File: config.mk
export PLATFORM = sky130hd
export DESIGN_NAME = ppm_header_pixel_fetch
export DESIGN_NICKNAME = d
export VERILOG_FILES = /design/src/sv/phpf_pkg.sv /design/src/sv/ppm_header_pixel_fetch.sv /design/src/sv/phpf_in_stage.sv /design/src/sv/phpf_core.sv /design/src/sv/phpf_out_stage.sv
export SDC_FILE = /design/constraint.sdc
export NUM_CORES = 1
export LEC_CHECK = 0
export BUFFER_PORTS_ARGS = -buffer_cell sky130_fd_sc_hd__buf_4
export CORE_MARGIN = 2
export CORE_UTILIZATION = 30
export CTS_BUF_LIST = sky130_fd_sc_hd__clkbuf_8
export CTS_CLUSTER_DIAMETER = 150
export DETAILED_ROUTE_END_ITERATION = 12
export PLACE_DENSITY_LB_ADDON = 0.15
export SETUP_SLACK_MARGIN = 0.1
export SKIP_LAST_GASP = 1
export SLEW_MARGIN = 10
export SYNTH_ARGS = -nofsm -noshare
export SYNTH_HDL_FRONTEND = slang
export SYNTH_SLANG_ARGS = --single-unit
File: constraint.sdc
create_clock -name clk -period 10 [get_ports clk]
set_input_delay 1.5 -clock clk [delete_from_list [all_inputs] [get_ports clk]]
set_output_delay 1.5 -clock clk [all_outputs]
set_load 0.01 [all_outputs]
File: src/sv/phpf_pkg.sv
package phpf_pkg;

    // default sizes
    localparam int DEF_DIM_BITS    = 16;
    localparam int DEF_SAMPLE_BITS = 16;

    // configuration register indexes
    localparam int CFG_INDEX_W = 1;
    localparam logic [CFG_INDEX_W-1:0] CFG_TARGET_COLUMN = 1'b0;
    localparam logic [CFG_INDEX_W-1:0] CFG_TARGET_ROW    = 1'b1;

    // character codes
    localparam logic [7:0] CH_HASH  = 8'h23;
    localparam logic [7:0] CH_P     = 8'h50;
    localparam logic [7:0] CH_ZERO  = 8'h30;
    localparam logic [7:0] CH_NINE  = 8'h39;
    localparam logic [7:0] CH_MODE_ASCII  = CH_ZERO + 8'd3;
    localparam logic [7:0] CH_MODE_BINARY = CH_ZERO + 8'd6;
    localparam logic [7:0] CH_SPACE = 8'h20;
    localparam logic [7:0] CH_LF    = 8'h0A;
    localparam logic [7:0] CH_CR    = 8'h0D;
    localparam logic [7:0] CH_TAB   = 8'h09;

    typedef enum logic [2:0] {
        PH_MAGIC,
        PH_MODE,
        PH_WIDTH,
        PH_HEIGHT,
        PH_MAXVAL,
        PH_ASCII,
        PH_BINARY
    } phase_t;

    typedef enum logic [2:0] {
        ST_OK,
        ST_MAGIC,
        ST_MODE,
        ST_BOUNDS,
        ST_EARLY
    } status_t;

    typedef struct packed {
        logic [7:0] data_byte;
        logic       last_byte;
    } in_item_t;

    typedef struct packed {
        status_t     status;
        logic [15:0] image_width;
        logic [15:0] image_height;
        logic [15:0] max_value;
        logic [15:0] red;
        logic [15:0] green;
        logic [15:0] blue;
    } out_item_t;

    typedef struct packed {
        logic      emit;
        out_item_t item;
    } core_out_t;

endpackage

File: src/sv/ppm_header_pixel_fetch.sv
// PPM header parser and pixel fetch. Feed a PPM file one byte per transfer on the
// input channel, with last_byte set on its final byte. The block checks the 'P'
// magic, takes mode 3 (ASCII samples) or 6 (binary samples), skips whitespace and
// '#' comments, decodes width, height and maximum value, then walks the raster
// until it reaches pixel (target_row, target_column) and returns exactly one
// result per file: the RGB samples there, or an error status (bad magic,
// unsupported mode or maxval, target out of bounds, file ended early). Bytes
// after a result are swallowed until last_byte, after which the parser is ready
// for the next file. Rate: one byte per clock while the result register is free;
// each byte is parked in an input register and is parsed by a single pass of
// compare and decimal accumulate logic into the result register. The result
// register is the only thing that can hold bytes back: a byte moves on only
// while that register is empty or being drained. Target registers are written
// over the config channel (index 0 column, index 1 row); the user must do so
// only while no file is in flight, which the block itself does not enforce;
// cfg_ready is always high.
module ppm_header_pixel_fetch #(
    parameter int DIM_BITS    = phpf_pkg::DEF_DIM_BITS,
    parameter int SAMPLE_BITS = phpf_pkg::DEF_SAMPLE_BITS
) (
    input  logic                                 clk,
    input  logic                                 rst_n,
    input  logic                                 in_valid,
    output logic                                 in_ready,
    input  phpf_pkg::in_item_t                   in_data,
    output logic                                 out_valid,
    input  logic                                 out_ready,
    output phpf_pkg::out_item_t                  out_data,
    input  logic                                 cfg_valid,
    output logic                                 cfg_ready,
    input  logic [phpf_pkg::CFG_INDEX_W-1:0]     cfg_index,
    input  logic [15:0]                          cfg_data
);
    import phpf_pkg::*;

    logic [15:0] target_col_reg;
    logic [15:0] target_row_reg;
    logic        out_free;
    logic        step;
    in_item_t    item;
    core_out_t   res;

    // configuration: always accepted
    assign cfg_ready = 1'b1;

    always_ff @(posedge clk or negedge rst_n)
    begin
        if (!rst_n)
        begin
            target_col_reg <= '0;
            target_row_reg <= '0;
        end
        else if (cfg_valid)
        begin
            case (cfg_index)
                CFG_TARGET_COLUMN: target_col_reg <= cfg_data;
                CFG_TARGET_ROW:    target_row_reg <= cfg_data;
                default:
                begin
                end
            endcase
        end
    end

    // input register: one byte parked ahead of the parser
    phpf_in_stage u_in_stage (
        .clk      (clk),
        .rst_n    (rst_n),
        .in_valid (in_valid),
        .in_ready (in_ready),
        .in_data  (in_data),
        .out_free (out_free),
        .step     (step),
        .item     (item)
    );

    // parser state and per-byte decode
    phpf_core #(
        .DIM_BITS    (DIM_BITS),
        .SAMPLE_BITS (SAMPLE_BITS)
    ) u_core (
        .clk           (clk),
        .rst_n         (rst_n),
        .step          (step),
        .item          (item),
        .target_column (target_col_reg),
        .target_row    (target_row_reg),
        .res           (res)
    );

    // result register
    phpf_out_stage u_out_stage (
        .clk       (clk),
        .rst_n     (rst_n),
        .res       (res),
        .out_free  (out_free),
        .out_valid (out_valid),
        .out_ready (out_ready),
        .out_data  (out_data)
    );

    a_cfg_only_idle: assert property (@(posedge clk) disable iff (!rst_n)
        cfg_valid |-> !step)
        else $error("configuration written while a byte is parsed");

endmodule

File: src/sv/phpf_in_stage.sv
module phpf_in_stage (
    input  logic               clk,
    input  logic               rst_n,
    input  logic               in_valid,
    output logic               in_ready,
    input  phpf_pkg::in_item_t in_data,
    input  logic               out_free,
    output logic               step,
    output phpf_pkg::in_item_t item
);
    import phpf_pkg::*;

    logic     hold_valid_reg;
    in_item_t hold_data_reg;

    // byte moves on when the result slot can take whatever it causes
    assign step     = hold_valid_reg && out_free;
    assign in_ready = !hold_valid_reg || step;
    assign item     = hold_data_reg;

    always_ff @(posedge clk or negedge rst_n)
    begin
        if (!rst_n)
        begin
            hold_valid_reg <= 1'b0;
        end
        else if (in_ready)
        begin
            hold_valid_reg <= in_valid;
        end
    end

    always_ff @(posedge clk)
    begin
        if (in_valid && in_ready)
        begin
            hold_data_reg <= in_data;
        end
    end

endmodule

File: src/sv/phpf_core.sv
module phpf_core #(
    parameter int DIM_BITS    = phpf_pkg::DEF_DIM_BITS,
    parameter int SAMPLE_BITS = phpf_pkg::DEF_SAMPLE_BITS
) (
    input  logic                clk,
    input  logic                rst_n,
    input  logic                step,
    input  phpf_pkg::in_item_t  item,
    input  logic [15:0]         target_column,
    input  logic [15:0]         target_row,
    output phpf_pkg::core_out_t res
);
    import phpf_pkg::*;

    localparam int ACC_W = (DIM_BITS > 16) ? DIM_BITS : 16;
    localparam int MUL_W = ACC_W + 4;
    localparam logic [MUL_W-1:0] DIM_CAP    = MUL_W'((64'd1 << DIM_BITS) - 64'd1);
    localparam logic [MUL_W-1:0] SAMPLE_CAP = MUL_W'((64'd1 << SAMPLE_BITS) - 64'd1);
    localparam logic [MUL_W-1:0] MAXVAL_CAP = MUL_W'(65535);

    phase_t                 phase_reg, phase_next;
    logic                   binary_reg, binary_next;
    logic                   comment_reg, comment_next;
    logic                   have_reg, have_next;
    logic                   finished_reg, finished_next;
    logic [ACC_W-1:0]       acc_reg, acc_next;
    logic [DIM_BITS-1:0]    width_reg, width_next;
    logic [DIM_BITS-1:0]    height_reg, height_next;
    logic [15:0]            maxval_reg, maxval_next;
    logic [DIM_BITS-1:0]    col_reg, col_next;
    logic [DIM_BITS-1:0]    row_reg, row_next;
    logic [1:0]             chan_reg, chan_next;
    logic [SAMPLE_BITS-1:0] red_reg, red_next;
    logic [SAMPLE_BITS-1:0] green_reg, green_next;

    logic                   emit;
    status_t                emit_status;
    logic [SAMPLE_BITS-1:0] blue_val;
    logic                   fin_req;
    logic [ACC_W-1:0]       fin_val;
    logic                   samp_req;
    logic [SAMPLE_BITS-1:0] samp_val;
    logic                   hash_pending;
    logic                   is_digit;
    logic                   is_white;
    logic [MUL_W-1:0]       prod;
    logic [MUL_W-1:0]       cap;
    logic [15:0]            pair;
    logic [DIM_BITS-1:0]    col_inc;
    logic [ACC_W-1:0]       width_ext;
    logic [ACC_W-1:0]       height_ext;

    assign is_digit = (item.data_byte >= CH_ZERO) && (item.data_byte <= CH_NINE);
    assign is_white = item.data_byte inside {CH_SPACE, CH_TAB, CH_CR, CH_LF};
    assign pair     = {acc_reg[7:0], item.data_byte};
    assign col_inc  = col_reg + DIM_BITS'(1);

    // decimal digit: acc*10 + d, saturated at the cap of the current field
    always_comb
    begin
        prod = (MUL_W'(acc_reg) << 3) + (MUL_W'(acc_reg) << 1)
             + MUL_W'(item.data_byte - CH_ZERO);
        case (phase_reg)
            PH_WIDTH, PH_HEIGHT: cap = DIM_CAP;
            PH_MAXVAL:           cap = MAXVAL_CAP;
            default:             cap = SAMPLE_CAP;
        endcase
    end

    // next state
    always_comb
    begin
        phase_next    = phase_reg;
        binary_next   = binary_reg;
        comment_next  = comment_reg;
        have_next     = have_reg;
        acc_next      = acc_reg;
        width_next    = width_reg;
        height_next   = height_reg;
        maxval_next   = maxval_reg;
        col_next      = col_reg;
        row_next      = row_reg;
        chan_next     = chan_reg;
        red_next      = red_reg;
        green_next    = green_reg;
        emit          = 1'b0;
        emit_status   = ST_OK;
        blue_val      = '0;
        fin_req       = 1'b0;
        fin_val       = acc_reg;
        samp_req      = 1'b0;
        samp_val      = '0;
        hash_pending  = 1'b0;

        if (step)
        begin
            // byte handling
            if (!finished_reg)
            begin
                if (phase_reg == PH_BINARY)
                begin
                    if (maxval_reg[15:8] == '0)
                    begin
                        samp_req = 1'b1;
                        samp_val = SAMPLE_BITS'(item.data_byte);
                    end
                    else if (!have_reg)
                    begin
                        acc_next  = ACC_W'(item.data_byte);
                        have_next = 1'b1;
                    end
                    else
                    begin
                        acc_next  = '0;
                        have_next = 1'b0;
                        samp_req  = 1'b1;
                        samp_val  = (MUL_W'(pair) > SAMPLE_CAP) ? '1 : SAMPLE_BITS'(pair);
                    end
                end
                else if (comment_reg)
                begin
                    if (item.data_byte == CH_LF || item.data_byte == CH_CR)
                    begin
                        comment_next = 1'b0;
                    end
                end
                else
                begin
                    case (phase_reg)
                        PH_MAGIC:
                        begin
                            if (is_white)
                            begin
                            end
                            else if (item.data_byte == CH_HASH)
                            begin
                                comment_next = 1'b1;
                            end
                            else if (item.data_byte == CH_P)
                            begin
                                phase_next = PH_MODE;
                            end
                            else
                            begin
                                emit        = 1'b1;
                                emit_status = ST_MAGIC;
                            end
                        end
                        PH_MODE:
                        begin
                            if (item.data_byte == CH_MODE_ASCII)
                            begin
                                binary_next = 1'b0;
                                phase_next  = PH_WIDTH;
                            end
                            else if (item.data_byte == CH_MODE_BINARY)
                            begin
                                binary_next = 1'b1;
                                phase_next  = PH_WIDTH;
                            end
                            else
                            begin
                                emit        = 1'b1;
                                emit_status = ST_MODE;
                            end
                        end
                        PH_WIDTH, PH_HEIGHT, PH_MAXVAL, PH_ASCII:
                        begin
                            if (is_digit)
                            begin
                                acc_next  = (prod > cap) ? ACC_W'(cap) : ACC_W'(prod);
                                have_next = 1'b1;
                            end
                            else
                            begin
                                fin_req      = have_reg;
                                fin_val      = acc_reg;
                                hash_pending = (item.data_byte == CH_HASH);
                            end
                        end
                        default:
                        begin
                        end
                    endcase
                end
            end

            // end of file completes a pending number
            if (item.last_byte && !finished_reg && !fin_req && !emit && have_next
                && (phase_next inside {PH_WIDTH, PH_HEIGHT, PH_MAXVAL, PH_ASCII}))
            begin
                fin_req = 1'b1;
                fin_val = acc_next;
            end

            // number complete
            if (fin_req)
            begin
                acc_next  = '0;
                have_next = 1'b0;
                case (phase_next)
                    PH_WIDTH:
                    begin
                        width_next = DIM_BITS'(fin_val);
                        if (ACC_W'(target_column) >= fin_val)
                        begin
                            emit        = 1'b1;
                            emit_status = ST_BOUNDS;
                        end
                        else
                        begin
                            phase_next = PH_HEIGHT;
                        end
                    end
                    PH_HEIGHT:
                    begin
                        height_next = DIM_BITS'(fin_val);
                        if (ACC_W'(target_row) >= fin_val)
                        begin
                            emit        = 1'b1;
                            emit_status = ST_BOUNDS;
                        end
                        else
                        begin
                            phase_next = PH_MAXVAL;
                        end
                    end
                    PH_MAXVAL:
                    begin
                        maxval_next = fin_val[15:0];
                        if (fin_val == '0 || MUL_W'(fin_val) > SAMPLE_CAP)
                        begin
                            emit        = 1'b1;
                            emit_status = ST_MODE;
                        end
                        else
                        begin
                            phase_next = binary_reg ? PH_BINARY : PH_ASCII;
                        end
                    end
                    PH_ASCII:
                    begin
                        samp_req = 1'b1;
                        samp_val = SAMPLE_BITS'(fin_val);
                    end
                    default:
                    begin
                    end
                endcase
            end

            // sample into the pixel being assembled
            if (samp_req)
            begin
                case (chan_reg)
                    2'd0:
                    begin
                        red_next  = samp_val;
                        chan_next = 2'd1;
                    end
                    2'd1:
                    begin
                        green_next = samp_val;
                        chan_next  = 2'd2;
                    end
                    default:
                    begin
                        chan_next = 2'd0;
                        if (ACC_W'(col_reg) == ACC_W'(target_column)
                            && ACC_W'(row_reg) == ACC_W'(target_row))
                        begin
                            emit        = 1'b1;
                            emit_status = ST_OK;
                            blue_val    = samp_val;
                        end
                        else if (col_inc >= width_reg)
                        begin
                            col_next = '0;
                            row_next = row_reg + DIM_BITS'(1);
                        end
                        else
                        begin
                            col_next = col_inc;
                        end
                    end
                endcase
            end

            if (hash_pending && !emit && phase_next != PH_BINARY)
            begin
                comment_next = 1'b1;
            end

            if (item.last_byte && !finished_reg && !emit)
            begin
                emit        = 1'b1;
                emit_status = ST_EARLY;
            end
        end

        finished_next = finished_reg || emit;
    end

    // result
    always_comb
    begin
        width_ext              = ACC_W'(width_next);
        height_ext             = ACC_W'(height_next);
        res.emit               = emit;
        res.item.status        = emit_status;
        res.item.image_width   = width_ext[15:0];
        res.item.image_height  = height_ext[15:0];
        res.item.max_value     = maxval_next;
        res.item.red           = '0;
        res.item.green         = '0;
        res.item.blue          = '0;
        if (emit_status == ST_OK)
        begin
            res.item.red   = 16'(red_reg);
            res.item.green = 16'(green_reg);
            res.item.blue  = 16'(blue_val);
        end
    end

    always_ff @(posedge clk or negedge rst_n)
    begin
        if (!rst_n)
        begin
            phase_reg    <= PH_MAGIC;
            binary_reg   <= 1'b0;
            comment_reg  <= 1'b0;
            have_reg     <= 1'b0;
            finished_reg <= 1'b0;
            acc_reg      <= '0;
            width_reg    <= '0;
            height_reg   <= '0;
            maxval_reg   <= '0;
            col_reg      <= '0;
            row_reg      <= '0;
            chan_reg     <= '0;
            red_reg      <= '0;
            green_reg    <= '0;
        end
        else if (step && item.last_byte)
        begin
            // file done: back to the start for the next one
            phase_reg    <= PH_MAGIC;
            binary_reg   <= 1'b0;
            comment_reg  <= 1'b0;
            have_reg     <= 1'b0;
            finished_reg <= 1'b0;
            acc_reg      <= '0;
            width_reg    <= '0;
            height_reg   <= '0;
            maxval_reg   <= '0;
            col_reg      <= '0;
            row_reg      <= '0;
            chan_reg     <= '0;
            red_reg      <= '0;
            green_reg    <= '0;
        end
        else if (step)
        begin
            phase_reg    <= phase_next;
            binary_reg   <= binary_next;
            comment_reg  <= comment_next;
            have_reg     <= have_next;
            finished_reg <= finished_next;
            acc_reg      <= acc_next;
            width_reg    <= width_next;
            height_reg   <= height_next;
            maxval_reg   <= maxval_next;
            col_reg      <= col_next;
            row_reg      <= row_next;
            chan_reg     <= chan_next;
            red_reg      <= red_next;
            green_reg    <= green_next;
        end
    end

    a_quiet_after_result: assert property (@(posedge clk) disable iff (!rst_n)
        finished_reg |-> !res.emit)
        else $error("second result within one file");

    a_clear_at_file_end: assert property (@(posedge clk) disable iff (!rst_n)
        step && item.last_byte |=> phase_reg == PH_MAGIC && !finished_reg && !have_reg)
        else $error("parser not cleared after final byte");

    a_pixel_in_raster: assert property (@(posedge clk) disable iff (!rst_n)
        res.emit && res.item.status == ST_OK |-> phase_reg == PH_ASCII
                                                 || phase_reg == PH_BINARY)
        else $error("pixel result outside the raster");

    a_early_at_end: assert property (@(posedge clk) disable iff (!rst_n)
        res.emit && res.item.status == ST_EARLY |-> step && item.last_byte)
        else $error("early-end status without final byte");

endmodule

File: src/sv/phpf_out_stage.sv
module phpf_out_stage (
    input  logic                clk,
    input  logic                rst_n,
    input  phpf_pkg::core_out_t res,
    output logic                out_free,
    output logic                out_valid,
    input  logic                out_ready,
    output phpf_pkg::out_item_t out_data
);
    import phpf_pkg::*;

    logic      out_valid_reg;
    out_item_t out_data_reg;

    assign out_free  = !out_valid_reg || out_ready;
    assign out_valid = out_valid_reg;
    assign out_data  = out_data_reg;

    always_ff @(posedge clk or negedge rst_n)
    begin
        if (!rst_n)
        begin
            out_valid_reg <= 1'b0;
        end
        else if (out_free)
        begin
            out_valid_reg <= res.emit;
        end
    end

    always_ff @(posedge clk)
    begin
        if (out_free && res.emit)
        begin
            out_data_reg <= res.item;
        end
    end

endmodule
==> flow_summary.ini, run 1 <==
[sta]
finalHoldViolCount = 0
tns_ns = 0
fmax_mhz = 120
period_share_pct = 83.3
slew_viol_final = 0
period_needed_ns = 8.33
rsz0062_at_grt = no
whs_ns = 0.501
clock_skew_ns = 0.0571
fin_ws_ns = 1.67
finalSetupViolCount = 0
tightest_slew_ns = 1.17
relSlewSlack_pct = 21.8

[critical_path]
startpoint_type = flop
critPathTopFamily = compound AO/OA/AOI/OAI gates
reg2reg_depth = 27
r2r_end = u_out_stage.out_data[82]
r2r_setup_slack_ns = 1.67
cp_max_fo = 29
critical_path_required_ns = 10.30
reg2reg_from = u_in_stage.item[5]
crit_buf_inv = 3
criticalPathCategory = flop to flop
critPathMaxStageDelay_ns = 0.56
crit_path_end_kind = flop
critPathArrivalTime_ns = 8.63
cpMaxStageDelayCell = a21oi_1

[detailed_routing]
antenna_left = 0
dr_total_vias = 12913
routed_via_density = 5.33
first_iter_violations = 1145
wl_microns = 52800
drc_errors = 0
avgRoutedWirePerCell_microns = 21.8
drtPass1Iterations = 5

[floorplan]
dieArea_sq_um = 56100
die_w_microns = 237
dieHeight_microns = 237
core_sq_um = 53700
num_rows = 85
start_util_pct = 30.3
io_pins = 133

[synth]
synth_top_cell_by_area = dfrtp_1
synth_top_family_by_area = compound AO/OA/AOI/OAI gates
synth_xor_xnor_area_share_pct = 3.29
synth_fa_ha_area_share_pct = 7.23
synth_simple_gate_area_share_pct = 13.3
netlist_area_sq_um = 16300
syn_nets = 1667
yosys_warnings = 0
ys_top_cells_by_area = dfrtp_1, edfxtp_1, mux2_2, ha_1, nand2_1
synth_edf_count = 108
synthArstFlopShare_pct = 61.3
yosys_register_bits = 279
synthDominantCellAreaShare_pct = 26.3
synth-seq-area-share_pct = 46.3
synth_compound_area_share_pct = 18.8
synth_cell_type_count = 82
avgSynthCellArea_sq_um = 10.5
ys.flop_type = dfrtp_1
synth_cells = 1551
muxShareOfSynthArea_pct = 7.29

[layout]
nets = 1802
fin_area_sq_um = 19000
layout-drive-gt1-share_pct = 21.8
largest_reg_flops = 99
multiInputGateArea_sq_um = 8170
final_common_cell = dfrtp_1
post-route-util_pct = 35.4
syn_to_final_growth_pct = 16.8
n_fill_cell = 5381
regArea_sq_um = 7520
final_cell_mix = dfrtp_1, nand2_1, buf_4
stdcell_count = 2424
n_antenna_cell = 0

[clock_network]
clock_sinks = 279
clock_latency_ns = 0.66
cts_setup_buffers = 0
clk_pin_slew_ns = 0.06
cts_tree = built
cts-root-buf = clkbuf_8
cts_max_path_buffers = 3
cts_made_buffers = 52
cts_hold_repair.buffers = 0
cts_resized = 0
htree_levels = 2

[placement]
dp_cells = 2328
place_congestion = 0.868
io_buffer_count = 131
hpwl_microns = 37900
dpl_cell_area_sq_um = 18000
pre_cts_slack_ns = 1.79

[power]
power.total_mw = 3.41
power_density_nw_per_um2 = 179
ir_drop_uv = 84.3
leakagePower_nw = 8.03

[global_routing]
track_usage_pct = 18.9
grt-busiest-layer = met2
grtUsageMet1_pct = 26.9
first_global_vias = 12768
grt_max_degree = 76
met3_usage_pct = 3.17
use_met2_pct = 29.7
grt.overflow.total = 0
antenna_found_initial = 0
grt_pass1_wl_microns = 81400

[min_path]
worst_hold_path.endpoint = u_core.maxval_reg[5]
worstHoldPathCells = 1
worstHoldStart = u_core.maxval_reg[5]
hold_class = flop to flop

[run]
maxCapViolations = 0

[status]
outcome = complete, no violations
[worst register-to-register path, delay by kind of cell, from the launching register on]
family	cells	cell delay (ns)
compound gates	11	3.44
fa+ha+maj	4	1.36
buf+inv	3	0.77
flops	1	0.51
mux	1	0.15
simple gates	8	1.76
[power breakdown]
group	switching [mW]	internal, mW	leakage, nW	total, mW
Clock	0.504	0.537	0.592	1.04
Combinational	0.566	0.317	4.08	0.883
Sequential	0.124	1.36	3.37	1.48
Total	1.19	2.21	8.03	3.41
[kinds of logic (layout without fill, tap and decap cells)]
logic type	after synthesis	count (layout)
other cells	1	1
xor+xnor	61	61
mux	106	106
fa+ha+maj	85	85
buf+inv	147	324
compound gates	428	428
simple gates	444	444
flops	279	279
[final cells by class]
class	instances	share of cell area, %
Inverter	69	1.36
Tap cell	696	4.58
Timing Repair Buffer	159	6.37
Sequential cell	279	39.6
Clock inverter	41	1.12
Clock buffer	55	3.98
Multi-Input combinational cell	1125	43.0
[worst max path at each step]
| stage | from | to | slack [ns] | depth (start not counted) |
|---|---|---|---|---|
| 2_1_floorplan | u_in_stage.item[5] | u_out_stage.out_data[0] | 0.20 | 26 |
| 3_3_place_gp | u_in_stage.item[5] | u_out_stage.out_data[16] | 1.96 | 27 |
| 3_5_place_dp | u_in_stage.item[5] | u_out_stage.out_data[16] | 1.79 | 27 |
| 4_1_cts | u_in_stage.item[5] | u_out_stage.out_data[82] | 1.68 | 27 |
| 5_1_grt | u_in_stage.item[5] | u_out_stage.out_data[65] | 1.11 | 27 |
| 6_report | u_in_stage.item[5] | u_out_stage.out_data[82] | 1.67 | 27 |
[cell usage after synthesis, types with 23 or more instances]
library cell,number
o31ai_1,23
ha_1,70
nand3_1,30
nor2_1,103
edfxtp_1,108
clkbuf_1,55
inv_1,69
a21oi_1,83
dfrtp_1,171
a22o_1,41
xor2_1,43
nand2_1,166
mux2_2,100
o31ai_2,26
o21ai_0,83
a21o_1,24
[metal layers]
| layer | routed length (microns) | up-vias |
|---|---|---|
| met4 | 1290 | 0 |
| met5 | 0 | - |
| li1 | - | 6034 |
| met1 | 24800 | 6423 |
| met2 | 24200 | 370 |
| met3 | 2590 | 86 |
(Power assumes the default switching activity.)
==> inputs of run 2 (changes only) <==
--- a/config.mk
+++ b/config.mk
@@ -5,6 +5,7 @@
 export SDC_FILE = /design/constraint.sdc
 export NUM_CORES = 1
 export LEC_CHECK = 0
+export ABC_AREA = 1
 export BUFFER_PORTS_ARGS = -buffer_cell sky130_fd_sc_hd__buf_4
 export CORE_MARGIN = 2
 export CORE_UTILIZATION = 30
==> constraint.sdc (replaced) <==
create_clock -name clk -period 6.9 [get_ports clk]
set_input_delay 1.035 -clock clk [delete_from_list [all_inputs] [get_ports clk]]
set_output_delay 1.035 -clock clk [all_outputs]
set_load 0.01 [all_outputs]
==> run 2 against run 1 <==
Net effect:
- routed wire length decreased by 7.6%
- non-clock buffer count increased by 5
- clock power increased by 48%
- sequential share of layout area increased by 0.93 points
- combinational power increased to 3.0 times the previous value
- via count increased by 0.90%
- design area decreased by 2.3%
- fmax increased by 34%
- register-to-register slack got worse by 0.99 ns
- largest power group is now combinational logic
==> flow_summary.ini, run 2 <==
[floorplan]
start_util_pct = 30.4
num_rows = 83
io_pins = 133
dieHeight_microns = 232
dieArea_sq_um = 53800
core_sq_um = 51300
die_w_microns = 232

[sta]
fin_ws_ns = 0.677
whs_ns = 0.432
period_needed_ns = 6.22
tightest_slew_ns = 1.14
finalHoldViolCount = 0
clock_skew_ns = 0.0338
slew_viol_final = 0
fmax_mhz = 161
finalSetupViolCount = 0
period_share_pct = 90.2
relSlewSlack_pct = 23.5
rsz0062_at_grt = no
tns_ns = 0

[synth]
ys_top_cells_by_area = dfrtp_1, edfxtp_1, nand2_1, inv_1, ha_1
synth.most_common_cell = nand2_1
synthArstFlopShare_pct = 61.3
yosys_register_bits = 279
synth-seq-area-share_pct = 48.2
synth_cell_type_count = 50
synth_cells = 1864
syn_nets = 1980
netlist_area_sq_um = 15600
ys.flop_type = dfrtp_1
synthTopCellsByCount = nand2_1, inv_1, nor2_1
synth_top_cell_by_area = dfrtp_1
avgSynthCellArea_sq_um = 8.36
synth_edf_count = 108
synthDominantCellAreaShare_pct = 27.4
yosys_warnings = 0

[layout]
layout-drive-gt1-share_pct = 14.2
final_common_cell = nand2_1
final_cell_mix = nand2_1, inv_1, nor2_1
n_fill_cell = 5407
syn_to_final_growth_pct = 19.1
nets = 2148
largest_reg_flops = 99
fin_area_sq_um = 18600
multiInputGateArea_sq_um = 6630
regArea_sq_um = 7520

[placement]
place_congestion = 0.934
hpwl_microns = 35700
io_buffer_count = 131
dpl_cell_area_sq_um = 17500
pre_cts_slack_ns = 0.124

[detailed_routing]
wl_microns = 48800
dr_total_vias = 13029
drtPass1Iterations = 6
routed_via_density = 4.73
avgRoutedWirePerCell_microns = 17.7
antenna_left = 0
drc_errors = 0
first_iter_violations = 1091

[clock_network]
cts_made_buffers = 51
cts-root-buf = clkbuf_8
cts_tree = built
clock_sinks = 279
htree_levels = 2
clock_latency_ns = 0.64
clk_pin_slew_ns = 0.06
cts_max_path_buffers = 3

[critical_path]
critPathMaxStageDelay_ns = 0.52
critPathArrivalTime_ns = 6.68
crit_path_end_kind = flop
cp_max_fo = 16
critical_path_required_ns = 7.36
startpoint_type = flop
cpMostUsedCell = nand2_1
criticalPathCategory = flop to flop
cpMaxStageDelayCell = edfxtp_1

[global_routing]
first_global_vias = 12708
grt.overflow.total = 0
grt_pass1_wl_microns = 74700
antenna_found_initial = 3
track_usage_pct = 18.1
grt_max_degree = 71

[power]
power_density_nw_per_um2 = 350
leakagePower_nw = 9.24
ir_drop_uv = 157
power.total_mw = 6.50

[status]
outcome = complete, no violations

[run]
maxCapViolations = 0

[min_path]
hold_class = input port to asynchronous set/reset pin
-- run 2: cell count changes after synthesis, moves of 23 or more --
| cell | delta |
|---|---|
| inv_1 | +265 |
| nand2_1 | +198 |
| mux2_2 | -100 |
| o21ai_0 | +88 |
| nor2_1 | +82 |
| nand3_1 | +72 |
| a22o_1 | -41 |
| a21oi_1 | -33 |
| o22ai_1 | +32 |
| o31ai_2 | -26 |
| o31ai_1 | -23 |
-- run 2: logic make-up after synthesis --
family,share of synthesized area [%]
buf+inv,9.82
compound gates,10.6
simple gates,20.8
other cells,0.0241
xor+xnor,2.92
fa+ha+maj,7.54
flops,48.2
-- run 2: repair_timing --
action	4_1_cts	5_1_grt
buffers inserted	0	2
hold buffers	0	0
pin swaps	0	2
endpoints found under the hold margin	0	0
endpoints found under the setup margin	62	134
gates resized for setup	1	13
gates cloned	0	2
-- run 2: stage by stage --
step	utilization, %	cells
after floorplan	-	1864
after global placement	34.1	2655
after detailed placement	34.1	2655
after CTS	36.0	2747
after global routing	36.2	2752
final	36.2	2753
-- run 2: area by class of cell --
cell class,instances,area share (%)
Clock inverter,36,1.12
Clock buffer,56,4.15
Sequential cell,279,40.5
Multi-Input combinational cell,1189,35.7
Timing Repair Buffer,164,6.87
Inverter,347,7.02
Antenna cell,2,0.0270
Tap cell,680,4.58
-- run 2: where the power goes --
part | internal [mW] | total, mW | switching, mW
sequential | 2.11 | 2.32 | 0.214
combinational | 0.924 | 2.64 | 1.71
clock | 0.819 | 1.54 | 0.717
-- run 2: critical path, delay by kind of cell, from the launching register on --
kind	cells	cell delay, ns
compound gates	5	0.79
fa+ha+maj	4	1.39
flops	1	0.52
simple gates	27	2.70
buf+inv	6	0.65
-- run 2: path summary, 6_finish.rpt --
kind / slack, ns / to / cells after the start / start
max: 0.68 / u_out_stage.out_data[22] / 42 / u_in_stage.item[5]
min: 0.43 / u_core.col_reg[10] / 1 / rst_n
max reg2reg: 0.68 / u_out_stage.out_data[22] / 42 / u_in_stage.item[5]
min reg2reg: 0.48 / u_core.green_reg[13] / 2 / u_core.green_reg[13]
max in group asynchronous: 5.21 / u_core.green_reg[11] / 2 / rst_n
min in group clk: 0.48 / u_core.green_reg[13] / 2 / u_core.green_reg[13]
-- run 2: routing by layer --
| metal | global-route usage [%] | vias to the layer above | routed length, microns | share of wire (%) |
|---|---|---|---|---|
| met1 | 25.0 | 6168 | 22200 | 45 |
| li1 | - | 6383 | - | - |
| met4 | 6.35 | 0 | 1380 | 2.8 |
| met3 | 3.39 | 85 | 2780 | 5.7 |
| met2 | 28.4 | 393 | 22500 | 46 |
| met5 | 0 | - | 0 | 0 |
